`config.mk`:
```
export PLATFORM = sky130hd
export DESIGN_NAME = arp_sqrt_cell
export DESIGN_NICKNAME = d
export VERILOG_FILES = /design/src/hdl/arp_pkg.sv /design/src/hdl/arp_sqrt_cell.sv
export SDC_FILE = /design/constraint.sdc
export NUM_CORES = 1
export LEC_CHECK = 0
export ABC_AREA = 1
export BUFFER_PORTS_ARGS = -buffer_cell sky130_fd_sc_hd__buf_4
export CAP_MARGIN = 40
export CORE_MARGIN = 2
export CORE_UTILIZATION = 45
export DETAILED_ROUTE_END_ITERATION = 7
export PLACE_DENSITY_LB_ADDON = 0.3
export SYNTH_ARGS = -nofsm -noshare
export SYNTH_HDL_FRONTEND = slang
export SYNTH_SLANG_ARGS = --single-unit
```
`constraint.sdc`:
```
create_clock -name clock -period 2 [get_ports clock]
set_input_delay 0.4 -clock clock [delete_from_list [all_inputs] [get_ports clock]]
set_output_delay 0.4 -clock clock [all_outputs]
set_load 0.1 [all_outputs]
```
`src/hdl/arp_pkg.sv`:
```
// ----------------------------------------------------------------------------
// arp_pkg: shared widths, constants and tables for the rotator
// Fixed-point formats, CORDIC arctangent table and default parameter values.
// ----------------------------------------------------------------------------
`timescale 1ns / 1ps

package arp_pkg;

   // Field and datapath widths.
   localparam int DATA_W     = 32;
   localparam int EPS_W      = 31;
   localparam int CORDIC_W   = 34;
   localparam int RAD_W      = 64;
   localparam int ROOT_W     = 32;
   localparam int SQRT_REM_W = 36;
   localparam int DIV_REM_W  = 34;
   localparam int QUOT_W     = 31;

   // Defaults for the top-level parameters.
   localparam int CORDIC_STAGES_DEF = 24;
   localparam int COORD_WIDTH_DEF   = 32;

   localparam logic [EPS_W-1:0] EPS_RESET = 31'd1;

   // Angle constants in Q4.28 and CORDIC constants in Q2.30.
   localparam logic signed [CORDIC_W-1:0] PI_Q28      = 34'sd843314857;
   localparam logic signed [CORDIC_W-1:0] TWO_PI_Q28  = 34'sd1686629713;
   localparam logic signed [CORDIC_W-1:0] HALF_PI_Q28 = 34'sd421657428;
   localparam logic signed [CORDIC_W-1:0] GAIN_Q30    = 34'sd652032874;
   localparam logic signed [CORDIC_W-1:0] Q30_ONE     = 34'sd1073741824;

   // Truncated arctangent of 2^-idx in Q2.30.
   function automatic logic [31:0] atan_q30(input int unsigned idx);
      logic [31:0] v;
      case (idx)
         0:  v = 32'h3243F6A8;
         1:  v = 32'h1DAC6705;
         2:  v = 32'h0FADBAFC;
         3:  v = 32'h07F56EA6;
         4:  v = 32'h03FEAB76;
         5:  v = 32'h01FFD55B;
         6:  v = 32'h00FFFAAA;
         7:  v = 32'h007FFF55;
         8:  v = 32'h003FFFEA;
         9:  v = 32'h001FFFFD;
         10: v = 32'h000FFFFF;
         11: v = 32'h0007FFFF;
         12: v = 32'h0003FFFF;
         13: v = 32'h0001FFFF;
         14: v = 32'h0000FFFF;
         15: v = 32'h00007FFF;
         16: v = 32'h00003FFF;
         17: v = 32'h00001FFF;
         18: v = 32'h00000FFF;
         19: v = 32'h000007FF;
         20: v = 32'h000003FF;
         21: v = 32'h000001FF;
         22: v = 32'h000000FF;
         23: v = 32'h0000007F;
         24: v = 32'h0000003F;
         25: v = 32'h0000001F;
         26: v = 32'h0000000F;
         27: v = 32'h00000008;
         28: v = 32'h00000004;
         29: v = 32'h00000002;
         30: v = 32'h00000001;
         default: v = 32'h00000000;
      endcase
      return v;
   endfunction

endpackage

```
`src/hdl/arp_sqrt_cell.sv`:
```
// ----------------------------------------------------------------------------
// arp_sqrt_cell: one digit of a restoring integer square root
// Brings in two radicand bits and decides one root bit.
// ----------------------------------------------------------------------------
`timescale 1ns / 1ps

module arp_sqrt_cell #(
   parameter int BIT_POS = 0,
   parameter int SIDE_W  = 1
) (
   input  logic                               clock,
   input  logic                               reset,
   input  logic                               en,
   input  logic                               in_valid,
   input  logic [arp_pkg::RAD_W-1:0]          rad_in,
   input  logic [arp_pkg::SQRT_REM_W-1:0]     rem_in,
   input  logic [arp_pkg::ROOT_W-1:0]         root_in,
   input  logic [SIDE_W-1:0]                  side_in,
   output logic                               out_valid,
   output logic [arp_pkg::RAD_W-1:0]          rad_out,
   output logic [arp_pkg::SQRT_REM_W-1:0]     rem_out,
   output logic [arp_pkg::ROOT_W-1:0]         root_out,
   output logic [SIDE_W-1:0]                  side_out
);

   localparam int PAD_W = arp_pkg::SQRT_REM_W - arp_pkg::ROOT_W - 2;

   logic                             valid_ff;
   logic [arp_pkg::RAD_W-1:0]        rad_ff;
   logic [arp_pkg::SQRT_REM_W-1:0]   rem_ff;
   logic [arp_pkg::ROOT_W-1:0]       root_ff;
   logic [SIDE_W-1:0]                side_ff;
   logic [arp_pkg::SQRT_REM_W-1:0]   rem_shift_c, trial_c, rem_next_c;
   logic                             ge_c;

   // Trial subtraction of 4*root + 1 from the shifted remainder.
   always_comb begin
      rem_shift_c = {rem_in[arp_pkg::SQRT_REM_W-3:0], rad_in[2*BIT_POS+1 -: 2]};
      trial_c     = {{PAD_W{1'b0}}, root_in, 2'b01};
      ge_c        = (rem_shift_c >= trial_c);
      rem_next_c  = ge_c ? (rem_shift_c - trial_c) : rem_shift_c;
   end

   always_ff @(posedge clock) begin
      if (reset) begin
         valid_ff <= 1'b0;
      end else if (en) begin
         valid_ff <= in_valid;
      end
   end

   always_ff @(posedge clock) begin
      if (en) begin
         rad_ff  <= rad_in;
         rem_ff  <= rem_next_c;
         root_ff <= {root_in[arp_pkg::ROOT_W-2:0], ge_c};
         side_ff <= side_in;
      end
   end

   assign out_valid = valid_ff;
   assign rad_out   = rad_ff;
   assign rem_out   = rem_ff;
   assign root_out  = root_ff;
   assign side_out  = side_ff;

endmodule

```
==> impl_metrics.json <==
{
  "cts.sinks": 134,
  "synth_xor_area_share_pct": 2.16,
  "synth_seq_cells": 134,
  "layout_commonest_cell": "buf_4",
  "hold_path_class": "in -> reg",
  "rsz0062_at_grt": "yes",
  "p_leak_nw": 5.67,
  "cts_hold_buf": 0,
  "tightest_slew_ns": 0.411,
  "insertedDiodeCount": 0,
  "grt_max_degree": 39,
  "finalCritPeriodShare_pct": 95.6,
  "wl_mm": 22.7,
  "ir_worst_vdd_v": 0.000635,
  "worstPathMaxFanout": 3,
  "area_growth_pct": 56.2,
  "antenna_found_initial": 0,
  "grtUsageTotal_pct": 26.6,
  "yosysWarnings": 0,
  "num_rows": 46,
  "layout_common_cells": "379 x buf_4, 323 x nand2_1, 135 x inv_1",
  "grt_overflow": 0,
  "slew_viol_final": 0,
  "cts_tree": "yes",
  "hpwl_mm": 17.6,
  "routedWlPerCell_microns": 15.6,
  "drtIter0Drc": 384,
  "start_kind": "input pin",
  "htreeDepth": 4,
  "ys_seq_area_share_pct": 55.0,
  "report.power.total_mw": 10.9,
  "nets": 1401,
  "place_ws_ns": -0.402,
  "setup_viol_count_final": 0,
  "fin_crit_ns": 1.91,
  "synth_mux_area_share_pct": 0.137,
  "synth_simple_gate_area_share_pct": 25.9,
  "worst_slack_ns": 0.0885,
  "grt_pass1_vias": 6979,
  "finalHoldViolations": 0,
  "ys_top_cells_by_area": "edfxtp_1 55%, nand2_1 17%, inv_1 6.9%",
  "slew_headroom_pct": 72.6,
  "worstPathArrival_ns": 2.11,
  "drive_gt1_share_pct": 37.1,
  "synth_area_leader_cell": "edfxtp_1",
  "crit_path_end_kind": "flop",
  "clockBufferDepth": 2,
  "status": "finished, final reports clean",
  "io_pins": 271,
  "drt_pass1_iterations": 5,
  "routabilityCongestion": 0.912,
  "yosysTopAreaCellShare_pct": 54.8,
  "synth_top_family_by_area": "simple AND/OR/NAND/NOR gates",
  "root_buffer": "clkbuf_16",
  "reg2reg_to": "out_valid",
  "hold_path_end": "out_valid",
  "syn_area_sq_um": 7290,
  "fillerInstances": 1258,
  "reg2reg_slack_ns": 1.42,
  "die_y_microns": 131,
  "hold_path_depth": 2,
  "startpoint": "rem_in[3]",
  "die-area_sq_um": 17200,
  "antenna_left": 0,
  "clkLatencyLatePin_ns": 0.43,
  "avgSynthCellArea_sq_um": 8.78,
  "drv_cap": 0,
  "synth_adder_area_share_pct": 5.83,
  "die_x_microns": 131,
  "reg2reg_depth": 2,
  "crit_required_ns": 2.19,
  "port_buffers": 268,
  "grt_pass1_wl_mm": 35.6,
  "cts_buffers": 17,
  "start_util_pct": 45.9,
  "clkSlewWorstSetupHoldPaths_ns": 0.07,
  "vias": 6885,
  "drc_errors": 0,
  "r2r-start": "out_valid",
  "path_cells": "buf_4 -> ha_1 -> buf_4 -> nand2_1 -> nor2_1 -> nand2_1 -> nand3_1 -> nand2_1 -> nand2_1 -> nand2_1 -> nand2_1 -> nand2_1 -> nand3_1 -> nand2_1",
  "power_density_nw_per_um2": 960,
  "slowest_delay_ns": 0.31,
  "min_from": "reset",
  "crit_slowest_cell": "ha_1",
  "crit_top_cell": "nand2_1",
  "synth_compound_area_share_pct": 3.05,
  "ys_types": 30,
  "vias_per_cell": 4.72,
  "syn_nets": 1002,
  "fin_util_pct": 71.7,
  "path_class": "in -> reg",
  "fin_skew_ns": 0,
  "max_freq_mhz": 523,
  "core_sq_um": 15900,
  "synth_cells": 831
}
## cell usage after synthesis
cell type / n
nand2_1: 328
inv_1: 135
edfxtp_1: 133
nor2_1: 64
nand3_1: 36
ha_1: 34
a21oi_1: 26
xor2_1: 17
nand3b_1: 12
nor3_1: 8
o21ai_0: 5
nor2_2: 4
o21bai_1: 4
buf_4: 3
buf_6: 3
nand4_1: 3
a21oi_2: 2
and2_1: 2
a21o_1: 1
dfxtp_1: 1
inv_2: 1
inv_4: 1
mux2i_1: 1
nand2_2: 1
nand2_8: 1
nand3_2: 1
nand3_4: 1
o211ai_1: 1
o21ai_1: 1
xnor2_1: 1
## routing by layer
layer,GRT usage (%),vias up,wire (microns)
met4,12.2,0,840
met3,5.44,48,1400
met5,0,-,0
met1,30.8,3120,9010
met2,47.3,261,11500
li1,-,3456,-
## registers in the layout, indices dropped and copies added, names as in the netlist
signal	flops
rad_out	64
out_valid	1
rem_out	36
side_out	1
root_out	32
## final cells by class
class | count | area [sq um] | area share [%]
Sequential cell | 134 | 4010 | 35.2
Multi-Input combinational cell | 554 | 3010 | 26.4
Timing Repair Buffer | 386 | 2970 | 26.0
Inverter | 137 | 517 | 4.53
Clock buffer | 18 | 429 | 3.77
Tap cell | 216 | 270 | 2.37
Clock inverter | 14 | 190 | 1.67
## critical path: cells and delay by family
kind | cells | cell delay [ns]
adders and majority gates | 1 | 0.31
buffers and inverters | 2 | 0.23
and+or+nand+nor | 11 | 1.16
## worst max path at each step
stage                        endpoint  slack [ns]  cells past startpoint
after floorplan           rem_out[31]      0.0005                     14
after global placement    rem_out[30]       -0.37                     13
after detailed placement  rem_out[30]       -0.40                     13
after CTS                 rem_out[30]        0.03                     13
after global routing      rem_out[33]       -0.02                     15
final                     rem_out[31]        0.09                     14
## cell families after synthesis
kind of cell,Yosys count
buffers and inverters,143
DFF,134
adders and majority gates,34
and+or+nand+nor,461
xor gates and xnor gates,18
muxes,1
AOI/OAI and AO/OA,40
## per-stage QoR
stage,TNS [ns],instance area [sq um],std cells,hold slack [ns]
finish,0,11400,1459,0.119
floorplan,0,7570,831,0.472
detailed placement,-11.82,10700,1426,0.495
global placement,-11.02,10700,1426,0.477
global route,-0.0328,11400,1459,0.119
CTS,0,11400,1458,0.107
## report_power, final
part	leakage, nW	internal [mW]	switching, mW	total, mW
Sequential	1.31	3.42	0.0833	3.51
Clock	0.300	2.00	1.35	3.35
Combinational	4.06	1.13	2.95	4.08
## what timing repair did
item	in CTS	in global routing
setup buffers	0	1
setup endpoints to repair	0	34
gates resized for setup	0	6
Note: power is estimated with default switching activity, not from simulation.
