**config.mk**
```make
export PLATFORM = sky130hd
export DESIGN_NAME = arp_div_cell
export DESIGN_NICKNAME = d
export VERILOG_FILES = /design/src/hdl/arp_pkg.sv /design/src/hdl/arp_div_cell.sv
export SDC_FILE = /design/constraint.sdc
export NUM_CORES = 1
export LEC_CHECK = 0
export BUFFER_PORTS_ARGS = -buffer_cell sky130_fd_sc_hd__buf_2
export CAP_MARGIN = 20
export CORE_ASPECT_RATIO = 0.8
export CORE_MARGIN = 4
export CORE_UTILIZATION = 25
export DETAILED_ROUTE_END_ITERATION = 10
export PLACE_DENSITY = 0.54
export SYNTH_ARGS = -nofsm -noshare
export SYNTH_HDL_FRONTEND = slang
export SYNTH_SLANG_ARGS = --single-unit
```
**constraint.sdc**
```tcl
create_clock -name clock -period 6.1 [get_ports clock]
set_input_delay 0.915 -clock clock [delete_from_list [all_inputs] [get_ports clock]]
set_output_delay 0.915 -clock clock [all_outputs]
set_load 0.02 [all_outputs]
```
**src/hdl/arp_pkg.sv**
```systemverilog
// ----------------------------------------------------------------------------
// arp_pkg: shared widths, constants and tables for the rotator
// Fixed-point formats, CORDIC arctangent table and default parameter values.
// ----------------------------------------------------------------------------
`timescale 1ns / 1ps

package arp_pkg;

   // Field and datapath widths.
   localparam int DATA_W     = 32;
   localparam int EPS_W      = 31;
   localparam int CORDIC_W   = 34;
   localparam int RAD_W      = 64;
   localparam int ROOT_W     = 32;
   localparam int SQRT_REM_W = 36;
   localparam int DIV_REM_W  = 34;
   localparam int QUOT_W     = 31;

   // Defaults for the top-level parameters.
   localparam int CORDIC_STAGES_DEF = 24;
   localparam int COORD_WIDTH_DEF   = 32;

   localparam logic [EPS_W-1:0] EPS_RESET = 31'd1;

   // Angle constants in Q4.28 and CORDIC constants in Q2.30.
   localparam logic signed [CORDIC_W-1:0] PI_Q28      = 34'sd843314857;
   localparam logic signed [CORDIC_W-1:0] TWO_PI_Q28  = 34'sd1686629713;
   localparam logic signed [CORDIC_W-1:0] HALF_PI_Q28 = 34'sd421657428;
   localparam logic signed [CORDIC_W-1:0] GAIN_Q30    = 34'sd652032874;
   localparam logic signed [CORDIC_W-1:0] Q30_ONE     = 34'sd1073741824;

   // Truncated arctangent of 2^-idx in Q2.30.
   function automatic logic [31:0] atan_q30(input int unsigned idx);
      logic [31:0] v;
      case (idx)
         0:  v = 32'h3243F6A8;
         1:  v = 32'h1DAC6705;
         2:  v = 32'h0FADBAFC;
         3:  v = 32'h07F56EA6;
         4:  v = 32'h03FEAB76;
         5:  v = 32'h01FFD55B;
         6:  v = 32'h00FFFAAA;
         7:  v = 32'h007FFF55;
         8:  v = 32'h003FFFEA;
         9:  v = 32'h001FFFFD;
         10: v = 32'h000FFFFF;
         11: v = 32'h0007FFFF;
         12: v = 32'h0003FFFF;
         13: v = 32'h0001FFFF;
         14: v = 32'h0000FFFF;
         15: v = 32'h00007FFF;
         16: v = 32'h00003FFF;
         17: v = 32'h00001FFF;
         18: v = 32'h00000FFF;
         19: v = 32'h000007FF;
         20: v = 32'h000003FF;
         21: v = 32'h000001FF;
         22: v = 32'h000000FF;
         23: v = 32'h0000007F;
         24: v = 32'h0000003F;
         25: v = 32'h0000001F;
         26: v = 32'h0000000F;
         27: v = 32'h00000008;
         28: v = 32'h00000004;
         29: v = 32'h00000002;
         30: v = 32'h00000001;
         default: v = 32'h00000000;
      endcase
      return v;
   endfunction

endpackage

```
**src/hdl/arp_div_cell.sv**
```systemverilog
// ----------------------------------------------------------------------------
// arp_div_cell: one quotient bit of three restoring divisions
// All three axis components share one divisor, the axis length.
// ----------------------------------------------------------------------------
`timescale 1ns / 1ps

module arp_div_cell #(
   parameter int SIDE_W = 1
) (
   input  logic                                    clock,
   input  logic                                    reset,
   input  logic                                    en,
   input  logic                                    in_valid,
   input  logic [2:0][arp_pkg::DIV_REM_W-1:0]      rem_in,
   input  logic [2:0][arp_pkg::QUOT_W-1:0]         quot_in,
   input  logic [arp_pkg::ROOT_W-1:0]              len_in,
   input  logic [SIDE_W-1:0]                       side_in,
   output logic                                    out_valid,
   output logic [2:0][arp_pkg::DIV_REM_W-1:0]      rem_out,
   output logic [2:0][arp_pkg::QUOT_W-1:0]         quot_out,
   output logic [arp_pkg::ROOT_W-1:0]              len_out,
   output logic [SIDE_W-1:0]                       side_out
);

   localparam int DIFF_W = arp_pkg::DIV_REM_W + 1;

   logic                                 valid_ff;
   logic [2:0][arp_pkg::DIV_REM_W-1:0]   rem_ff, rem_next_c;
   logic [2:0][arp_pkg::QUOT_W-1:0]      quot_ff, quot_next_c;
   logic [arp_pkg::ROOT_W-1:0]           len_ff;
   logic [SIDE_W-1:0]                    side_ff;

   // Compare each remainder with the divisor and shift for the next bit.
   always_comb begin
      logic [DIFF_W-1:0]             diff;
      logic [arp_pkg::DIV_REM_W-1:0] kept;
      logic                          ge;
      for (int i = 0; i < 3; i++) begin
         diff = {1'b0, rem_in[i]} - {{(DIFF_W-arp_pkg::ROOT_W){1'b0}}, len_in};
         ge   = !diff[DIFF_W-1];
         kept = ge ? diff[arp_pkg::DIV_REM_W-1:0] : rem_in[i];
         rem_next_c[i]  = {kept[arp_pkg::DIV_REM_W-2:0], 1'b0};
         quot_next_c[i] = {quot_in[i][arp_pkg::QUOT_W-2:0], ge};
      end
   end

   always_ff @(posedge clock) begin
      if (reset) begin
         valid_ff <= 1'b0;
      end else if (en) begin
         valid_ff <= in_valid;
      end
   end

   always_ff @(posedge clock) begin
      if (en) begin
         rem_ff  <= rem_next_c;
         quot_ff <= quot_next_c;
         len_ff  <= len_in;
         side_ff <= side_in;
      end
   end

   assign out_valid = valid_ff;
   assign rem_out   = rem_ff;
   assign quot_out  = quot_ff;
   assign len_out   = len_ff;
   assign side_out  = side_ff;

endmodule

```
==> impl_metrics.csv <==
group,metric,value,unit
cts,clock-sinks,226,
grt,grt.total_usage,14.5,%
worst_setup_path,slowest_stage,"a211oi_1",
worst_setup_path,worstPathMaxFanout,41,
timing,hold_viol,0,
grt,grt_pass1_vias,10561,
pwr,p_sw,1.53,mW
outcome,status,"finished clean",
final_layout,drive_above_1_share,32.3,%
cts,cts_inserted_buffers,28,
floorplanning,die_w,262,um
detailed_routing,via_count,10719,
floorplanning,fp-row-count,74,
pwr,pwr-share-seq,41.0,%
worst_setup_path,cp-start-kind,"input port",
synth,synth-edff-count,225,
hold_path,hp-class,"input port to flop",
placed_design,place_congestion,0.843,
placed_design,io_buffers,454,
worst_setup_path,crit_path_cell_trace,"buf_2 -> ha_1 -> inv_1 -> fa_1 -> a211oi_1 -> nor2_1 -> a211oi_1 -> o21ai_1 -> a21oi_1 -> o21a_1 -> o31a_2 -> buf_4 -> mux2_2",
pwr,leakage,7.21,nW
synth,synth_ff_type,"edfxtp_1",
synth,synth_area_leaders,"edfxtp_1 (52%), ha_1 (9.3%), o21ai_0 (5.2%)",
final_layout,area_growth,30.6,%
worst_setup_path,setup.worst_path.class,"input port to flop",
placed_design,hpwlAfterDp,34.7,mm
pwr,switching_share,31.7,%
cts,cts_setup_buffers,0,
pwr,pwr-share-comb,25.8,%
final_layout,multiInputGateArea,5690,um2
final_layout,seqCellArea,6780,um2
worst_setup_path,arrival,4.51,ns
synth,synthArstFlopShare,0,%
grt,gr-total-overflow,0,
cts,ctsResizeCount,0,
worst_setup_path,end_kind,"flop",
floorplanning,core_region_area,51000,um2
detailed_routing,post_drt_via_cell_ratio,4.59,
floorplanning,die_height,211,um
worst_setup_path,cp_common_cell,"a211oi_1",
detailed_routing,wl_per_cell,18.3,um
timing,finalClockSkew,0,ns
synth,synth_area,12900,um2
timing,setup_violations,0,
timing,layout_min_cycle_time,4.21,ns
pwr,intPower,3.30,mW
detailed_routing,routed_wl,42.6,mm
timing,slew_viol_final,0,
final_layout,fin_nets,1954,
worst_setup_path,path_delay_family,"compound AO/OA/AOI/OAI gates",
floorplanning,floorplan.die_area,55200,um2
worst_setup_path,slowest_delay,0.52,ns
timing,fin_setup_tns,0,ns
timing,min_period_over_period,69.0,%
cts,clkLatencyLatePin,0.56,ns
detailed_routing,first_pass_iters,5,
synth,yosysMostFrequentCell,"edfxtp_1",
synth,synth_top_area_cell,"edfxtp_1",
pwr,pwr-share-clk,33.2,%
worst_setup_path,cp.required,6.41,ns
pwr,power_density,287,nW/um2
floorplanning,io_pins,461,
grt,grt_antenna_before_repair,12,
grt,grt_start_max_net_pins,119,
synth,synth_cell_types,69,
cts,cts_buffer_depth,3,
cts,htree_levels,1,
synth,yosys.area.top_type_share,52.5,%
job,drv_cap,0,
detailed_routing,drt-initial-drc-count,598,
cts,holdBufCountCts,0,
synth,yosys_register_bits,226,
floorplanning,start_util,25.2,%
cts,cts-root-buf,"clkbuf_16",
cts,cts_tree,"built",
detailed_routing,antenna_left,0,
timing,fmax,238,MHz
detailed_routing,remaining_drc_errors,0,
synth,yosysWarningCount,0,
synth,ys_seq_area_share,52.6,%
worst_setup_path,worstPathBufferInverterCount,3,
timing,tightest_slew,0.885,ns
timing,rsz0062_at_grt,"false",
final_layout,instances_no_fill,2333,
synth,avgSynthCellArea,11.0,um2
timing,relSlewSlack,41.0,%
cts,clk_pin_slew,0.06,ns
pwr,peakVddDrop,0.000196,V
final_layout,fillCellCount,5199,
synth,syn_inst,1170,
grt,grt_pass1_wl,62.1,mm
synth,synth_commonest_cells,"edfxtp_1 (225), nand2_1 (135), o21ai_0 (135), ha_1 (96), a21oi_1 (88)",
placed_design,dp.cells,2277,
[worst paths after layout]
check | startpoint | endpoint | slack [ns] | depth (start not counted)
hold reg to reg | out_valid$_SDFFE_PP0P_ | out_valid$_SDFFE_PP0P_ | 0.53 | 2
setup reg to reg | out_valid$_SDFFE_PP0P_ | out_valid$_SDFFE_PP0P_ | 5.47 | 2
setup / recovery | len_in[0] | rem_out[36]$_DFFE_PP_ | 1.89 | 13
hold / removal | reset | out_valid$_SDFFE_PP0P_ | 0.51 | 2
[area by class of cell]
type                       instances  share of cell area, %
tap                              684                   5.09
antenna                            4                 0.0595
timing repair buffer             461                   14.0
inverter                          61                   1.38
clock inverter                    20                   1.00
sequential                       226                   40.3
clock buffer                      32                   4.31
multi-input combinational        845                   33.8
[layer usage]
layer	vias up	routed length, um	GRT usage (%)
li1	5253	-	-
met1	5048	17300	17.2
met2	334	21200	26.3
met3	68	3040	3.61
met4	16	1010	3.46
met5	-	99	0
[registers in the layout (all words and copies together), names as in the netlist]
name and flops:
len_out 32, out_valid 1, quot_out 93, rem_out 99
side_out 1
[layout by cell type (no fill, tap or decap), drive strengths merged, types with 34 or more instances in the layout]
cell type / instances
a21o: 34
a21oi: 88
buf: 461
edfxtp: 225
ha: 96
inv: 63
nand2: 135
nor2: 55
o21ai: 138
xnor2: 42
xor2: 37
[through the flow]
| step | instance area [um2] | setup WS, ns | util [%] | hold slack (ns) | power, mW |
|---|---|---|---|---|---|
| 2_1_floorplan | 12900 | 2.29 | - | 0.579 | 2.80 |
| 3_3_place_gp | 15900 | 1.35 | 31.2 | 0.509 | 3.26 |
| 3_5_place_dp | 15900 | 1.31 | 31.2 | 0.514 | 3.27 |
| 4_1_cts | 16800 | 1.92 | 33.0 | 0.467 | 4.91 |
| 5_1_grt | 16800 | 1.66 | 33.0 | 0.493 | 5.10 |
| 6_report | 16800 | 1.89 | 33.0 | 0.510 | 4.83 |
[logic make-up (layout without fill, tap and decap cells)]
group                    after synthesis  after routing  synth area share (%)
flip-flops                           226            226                  52.6
AND/OR/NAND/NOR                      297            297                  10.6
adder cells (fa/ha/maj)               99             99                  9.79
multiplexers                          17             17                  1.51
AO/OA/AOI/OAI                        350            350                  16.8
buffers and inverters                101            574                  3.25
XOR/XNOR                              79             79                  5.37
other                                  1              7                0.0291
[power by group through the flow]
stage / combinational (mW) / sequential (mW) / clock, mW
2_1_floorplan: 0.546 / 2.25 / 0
3_3_place_gp: 1.24 / 2.02 / 0
3_5_place_dp: 1.25 / 2.02 / 0
4_1_cts: 1.26 / 1.99 / 1.66
5_1_grt: 1.37 / 2.00 / 1.73
6_report: 1.25 / 1.98 / 1.60
No activity file was read; power rests on OpenSTA's default activity.
