--- src/hdl/arp_pkg.sv ---
// ----------------------------------------------------------------------------
// arp_pkg: shared widths, constants and tables for the rotator
// Fixed-point formats, CORDIC arctangent table and default parameter values.
// ----------------------------------------------------------------------------
`timescale 1ns / 1ps

package arp_pkg;

   // Field and datapath widths.
   localparam int DATA_W     = 32;
   localparam int EPS_W      = 31;
   localparam int CORDIC_W   = 34;
   localparam int RAD_W      = 64;
   localparam int ROOT_W     = 32;
   localparam int SQRT_REM_W = 36;
   localparam int DIV_REM_W  = 34;
   localparam int QUOT_W     = 31;

   // Defaults for the top-level parameters.
   localparam int CORDIC_STAGES_DEF = 24;
   localparam int COORD_WIDTH_DEF   = 32;

   localparam logic [EPS_W-1:0] EPS_RESET = 31'd1;

   // Angle constants in Q4.28 and CORDIC constants in Q2.30.
   localparam logic signed [CORDIC_W-1:0] PI_Q28      = 34'sd843314857;
   localparam logic signed [CORDIC_W-1:0] TWO_PI_Q28  = 34'sd1686629713;
   localparam logic signed [CORDIC_W-1:0] HALF_PI_Q28 = 34'sd421657428;
   localparam logic signed [CORDIC_W-1:0] GAIN_Q30    = 34'sd652032874;
   localparam logic signed [CORDIC_W-1:0] Q30_ONE     = 34'sd1073741824;

   // Truncated arctangent of 2^-idx in Q2.30.
   function automatic logic [31:0] atan_q30(input int unsigned idx);
      logic [31:0] v;
      case (idx)
         0:  v = 32'h3243F6A8;
         1:  v = 32'h1DAC6705;
         2:  v = 32'h0FADBAFC;
         3:  v = 32'h07F56EA6;
         4:  v = 32'h03FEAB76;
         5:  v = 32'h01FFD55B;
         6:  v = 32'h00FFFAAA;
         7:  v = 32'h007FFF55;
         8:  v = 32'h003FFFEA;
         9:  v = 32'h001FFFFD;
         10: v = 32'h000FFFFF;
         11: v = 32'h0007FFFF;
         12: v = 32'h0003FFFF;
         13: v = 32'h0001FFFF;
         14: v = 32'h0000FFFF;
         15: v = 32'h00007FFF;
         16: v = 32'h00003FFF;
         17: v = 32'h00001FFF;
         18: v = 32'h00000FFF;
         19: v = 32'h000007FF;
         20: v = 32'h000003FF;
         21: v = 32'h000001FF;
         22: v = 32'h000000FF;
         23: v = 32'h0000007F;
         24: v = 32'h0000003F;
         25: v = 32'h0000001F;
         26: v = 32'h0000000F;
         27: v = 32'h00000008;
         28: v = 32'h00000004;
         29: v = 32'h00000002;
         30: v = 32'h00000001;
         default: v = 32'h00000000;
      endcase
      return v;
   endfunction

endpackage

--- src/hdl/arp_cordic_cell.sv ---
// ----------------------------------------------------------------------------
// arp_cordic_cell: one rotation-mode CORDIC micro-rotation
// Rotates (x, y) by plus or minus atan(2^-STAGE), steered by the sign of z.
// ----------------------------------------------------------------------------
`timescale 1ns / 1ps

module arp_cordic_cell #(
   parameter int STAGE  = 0,
   parameter int SIDE_W = 1
) (
   input  logic                                 clock,
   input  logic                                 reset,
   input  logic                                 en,
   input  logic                                 in_valid,
   input  logic signed [arp_pkg::CORDIC_W-1:0]  x_in,
   input  logic signed [arp_pkg::CORDIC_W-1:0]  y_in,
   input  logic signed [arp_pkg::CORDIC_W-1:0]  z_in,
   input  logic [SIDE_W-1:0]                    side_in,
   output logic                                 out_valid,
   output logic signed [arp_pkg::CORDIC_W-1:0]  x_out,
   output logic signed [arp_pkg::CORDIC_W-1:0]  y_out,
   output logic signed [arp_pkg::CORDIC_W-1:0]  z_out,
   output logic [SIDE_W-1:0]                    side_out
);

   localparam logic signed [arp_pkg::CORDIC_W-1:0] ATAN =
      {2'b00, arp_pkg::atan_q30(STAGE)};

   logic                                valid_ff;
   logic signed [arp_pkg::CORDIC_W-1:0] x_ff, y_ff, z_ff;
   logic signed [arp_pkg::CORDIC_W-1:0] x_in_c, y_in_c, z_in_c;
   logic [SIDE_W-1:0]                   side_ff;

   // Micro-rotation with flooring shifts.
   always_comb begin
      if (!z_in[arp_pkg::CORDIC_W-1]) begin
         x_in_c = x_in - (y_in >>> STAGE);
         y_in_c = y_in + (x_in >>> STAGE);
         z_in_c = z_in - ATAN;
      end else begin
         x_in_c = x_in + (y_in >>> STAGE);
         y_in_c = y_in - (x_in >>> STAGE);
         z_in_c = z_in + ATAN;
      end
   end

   always_ff @(posedge clock) begin
      if (reset) begin
         valid_ff <= 1'b0;
      end else if (en) begin
         valid_ff <= in_valid;
      end
   end

   always_ff @(posedge clock) begin
      if (en) begin
         x_ff    <= x_in_c;
         y_ff    <= y_in_c;
         z_ff    <= z_in_c;
         side_ff <= side_in;
      end
   end

   assign out_valid = valid_ff;
   assign x_out     = x_ff;
   assign y_out     = y_ff;
   assign z_out     = z_ff;
   assign side_out  = side_ff;

endmodule

--- config.mk ---
export PLATFORM = sky130hd
export DESIGN_NAME = arp_cordic_cell
export DESIGN_NICKNAME = d
export VERILOG_FILES = /design/src/hdl/arp_pkg.sv /design/src/hdl/arp_cordic_cell.sv
export SDC_FILE = /design/constraint.sdc
export NUM_CORES = 1
export LEC_CHECK = 0
export BUFFER_PORTS_ARGS = -buffer_cell sky130_fd_sc_hd__buf_2
export CAP_MARGIN = 20
export CELL_PAD_IN_SITES_DETAIL_PLACEMENT = 1
export CELL_PAD_IN_SITES_GLOBAL_PLACEMENT = 2
export CORE_ASPECT_RATIO = 0.9
export CORE_MARGIN = 3
export CORE_UTILIZATION = 36
export DETAILED_ROUTE_END_ITERATION = 7
export MAX_ROUTING_LAYER = met4
export PLACE_DENSITY = 0.86
export SLEW_MARGIN = 20
export SYNTH_ARGS = -nofsm -noshare
export SYNTH_HDL_FRONTEND = slang
export SYNTH_SLANG_ARGS = --single-unit
--- constraint.sdc ---
create_clock -name clock -period 9.35 [get_ports clock]
set_input_delay 0 -clock clock [delete_from_list [all_inputs] [get_ports clock]]
set_output_delay 0 -clock clock [all_outputs]
set_load 0.1 [all_outputs]
==> key figures <==
Outcome
  – Status: finished, final reports clean

Drt
  – Avg WL per Cell: 20.3 um
  – Drt pass-1 iters: 5
  – Antenna-violating nets left: 0
  – Via count: 9493
  – Vias/cell: 5.59
  – DRT Wirelength: 34500 um
  – Starting DRT DRC Count: 744
  – DR DRC count: 0

Yosys
  – Seq cells post-synth: roughly 100
  – Synth Flop Type: edfxtp_1
  – Fraction of registers with async set or reset after synthesis: 0%
  – Seq/Total Area, Yosys: 30.5%
  – Synthesized Nets: around 1400
  – Post-synthesis average cell area: 8.76 um2
  – Post-synth EDFFs: 102
  – Synth warnings: 0
  – Cells after Synth: 1154
  – Synth Cell Area: 10100 um2
  – Synth cell types: 71

STA
  – Hold WS: 0.0557 ns
  – RSZ-0062 raised after global routing: false
  – Clock Skews: 0 ns
  – Max Clock Freq: 254 MHz
  – Clock period minus worst slack: 3.94 ns
  – Period utilization: between 40 and 50%
  – Slew HR: about a third
  – Final setup violation count: 0
  – Worst slew pin tran: about 0.99 ns
  – Slew Limit Fails: 0
  – Post-route setup TNS: 0 ns
  – Final hold vios: 0

Worst hold path
  – Hold Path Class: input port to register
  – Hold Path End: z_out[4]
  – Number of cells on the worst hold path: 2
  – Hold path startpoint: z_in[4]

Setup path
  – Critical R2R Capture: out_valid
  – WS Path Type: input port to register
  – Worst endpoint data arrival time: 4.04 ns
  – Crit path capture type: register
  – Crit path required time: ~9.5 ns
  – Crit path max fanout: between 80 and 90
  – Reg2Reg Launch Point: out_valid
  – Worst R2R Path Depth: 3
  – Setup slack, reg-to-reg: 8.20 ns
  – Worst setup SP type: input port

Layout
  – Antenna diodes: 0
  – Fillcell total: 3277
  – Final core utilization: a little over two fifths
  – Design Area, Final: 11800 um2
  – Layout cell share with drive strength beyond 1: 17.9%
  – Area grow syn2layout: 16.7%
  – Final #Nets: 1580

CTS
  – Post-CTS Repair Setup Buffers: 0
  – CTS Hold Buffers Added: 7
  – CTS resizes: 0
  – CTS tree: yes
  – TritonCTS Buffers: 9
  – CTS sink count: 103
  – Worst skew pair latency: 0.35 ns
  – CTS clk-pin slew, worst paths: 0.08 ns
  – Clk buf depth: 2
  – Clk root buf: clkbuf_16
  – H-tree levels: 3

Die
  – Num ports: 211
  – Chip Height: 165 um
  – Die ar.: 30100 um2
  – # rows: 57
  – Core area: between 20000 and 30000 um2
  – Initial Util: 37.0%
  – Die width: 183 um

Power
  – Combinational power share: a little over half
  – PD cells: 187 nW/um2
  – Switch Pwr: 1150 uW
  – VDD IR-drop max: 0.106 mV
  – Flop pwr share: about 29%
  – P_int: between 1000 and 1500 uW
  – Switching Fraction: 52.2%
  – Clock power share: 17.8%
  – Power Total: 2210 uW
  – Leakage: between 0.005 and 0.006 uW

Placement
  – Port buffer count: 210
  – Area post-placement: 11400 um2
  – Dpl hpwl: 27200 um
  – Gpl congestion: slightly above 0.9

Run
  – Maxcap violations: 0

GRT
  – Initial antenna violation count: 0
  – Largest net degree at the start of global routing: 83
  – Vias in the first global route: 9738
  – Total Routing Usage GR: 23.0%
  – Gr ovfl total: 0
  – First-pass GRT wire length: approximately 54000 um
routing by layer:
layer / up-vias / wire, um / part of all wire, % / global-route usage, %
met4: 0 / 544 / 1.6 / 5.05
met5: - / 0 / 0 / -
met1: 4613 / 16700 / 48 / 32.3
met3: 34 / 1780 / 5.1 / 1.67
li1: 4551 / - / - / -
met2: 295 / 15500 / 45 / 36.5
power groups by stage:
stage / combinational, uW / clock, uW / sequential [uW]
after floorplan: 385 / 0 / 1180
after global placement: 1170 / 0 / 640
after detailed placement: 1180 / 0 / 643
after CTS: 1180 / 409 / 633
after global routing: 1250 / 420 / 639
final: 1180 / 394 / 631
cells in the final DEF (no fill, tap or decap), types with 4 or more instances in the layout:
cell | netlist | layout
a211o_1 | 6 | 6
a211oi_1 | 9 | 9
a21boi_0 | 6 | 6
a21o_1 | 28 | 28
a21oi_1 | 147 | 147
a221o_1 | 4 | 4
a31oi_1 | 12 | 12
and2_1 | 4 | 4
and3_1 | 6 | 6
buf_2 | 4 | 209
clkbuf_16 | 0 | 9
dlygate4sd3_1 | 0 | 7
edfxtp_1 | 102 | 102
fa_1 | 4 | 4
ha_1 | 129 | 129
inv_1 | 113 | 113
mux2i_1 | 18 | 18
nand2_1 | 52 | 52
nand2b_1 | 11 | 11
nand3_1 | 16 | 16
nand3b_1 | 5 | 5
nand4_1 | 13 | 13
nor2_1 | 82 | 82
nor2b_1 | 9 | 9
nor3_1 | 24 | 24
nor4_1 | 6 | 6
o2111ai_1 | 4 | 4
o211ai_1 | 12 | 12
o21a_1 | 8 | 8
o21ai_0 | 80 | 80
o21bai_1 | 24 | 24
o31a_1 | 5 | 5
o31ai_1 | 15 | 15
o41ai_1 | 4 | 4
or3_1 | 7 | 7
xnor2_1 | 74 | 74
xor2_1 | 18 | 18
area by class of cell:
| cell class | instances | area, um2 | area share, % |
|---|---|---|---|
| multi-input combinational | 889 | 6390 | 54.2 |
| sequential | 103 | 3080 | 26.1 |
| timing repair buffer | 220 | 1150 | 9.75 |
| tap | 354 | 443 | 3.76 |
| inverter | 117 | 439 | 3.72 |
| clock buffer | 9 | 225 | 1.91 |
| clock inverter | 7 | 56.3 | 0.478 |
state kept, by name (all words and copies together) (netlist names):
signal,count
out_valid,1
side_out,1
x_out,34
y_out,33
z_out,34
synthesized netlist by cell type (7+ instances only):
| cell | count | share of area [%] |
|---|---|---|
| a21oi_1 | 147 | 7.3 |
| ha_1 | 129 | 16 |
| inv_1 | 113 | 4.2 |
| edfxtp_1 | 102 | 30 |
| nor2_1 | 82 | 3.0 |
| o21ai_0 | 80 | 4.0 |
| xnor2_1 | 74 | 6.4 |
| nand2_1 | 52 | 1.9 |
| a21o_1 | 28 | 2.1 |
| clkbuf_1 | 28 | 1.0 |
| nor3_1 | 24 | 1.2 |
| o21bai_1 | 24 | 1.8 |
| mux2i_1 | 18 | 1.8 |
| xor2_1 | 18 | 1.6 |
| nand3_1 | 16 | 0.79 |
| o31ai_1 | 15 | 1.1 |
| nand4_1 | 13 | 0.80 |
| a31oi_1 | 12 | 0.74 |
| o211ai_1 | 12 | 0.89 |
| nand2b_1 | 11 | 0.68 |
| a211oi_1 | 9 | 0.67 |
| nor2b_1 | 9 | 0.56 |
| buf_1 | 8 | 0.30 |
| o21a_1 | 8 | 0.59 |
| or3_1 | 7 | 0.43 |
kinds of logic (layout without fill, tap and decap cells):
logic type	Yosys count	in the layout	synth area share, %
mux	18	18	1.78
flops	103	103	30.5
xor+xnor	92	92	7.97
fa+ha+maj	133	133	16.8
buf+inv	162	353	6.23
compound gates	400	400	25.1
simple gates	246	246	11.6
worst max-delay path: stages:
cell,delay [ns]
buf_2,0.08
buf_4,0.68
inv_2,0.03
buf_4,0.42
ha_1,0.51
o21ai_0,0.12
o21bai_1,0.13
a21oi_1,0.13
o41ai_1,0.69
a21oi_1,0.22
o21a_1,0.32
o31ai_1,0.26
a21boi_0,0.15
xnor2_1,0.14
how the worst max path moves through the flow:
stage	slack [ns]	to	cells after the start	startpoint
3_5_place_dp	5.01	z_out[31]	14	z_in[33]
5_1_grt	5.02	z_out[31]	14	z_in[33]
2_1_floorplan	5.91	z_out[30]	13	z_in[33]
4_1_cts	5.39	z_out[31]	14	z_in[33]
6_report	5.41	z_out[31]	14	z_in[33]
3_3_place_gp	5.16	z_out[31]	14	z_in[33]
per-stage QoR:
stage | setup slack [ns] | cells
after detailed placement | 5.01 | 1676
after global routing | 5.02 | 1699
after CTS | 5.39 | 1699
final | 5.41 | 1699
after global placement | 5.16 | 1676
after floorplan | 5.91 | 1154
(Power assumes the default switching activity.)
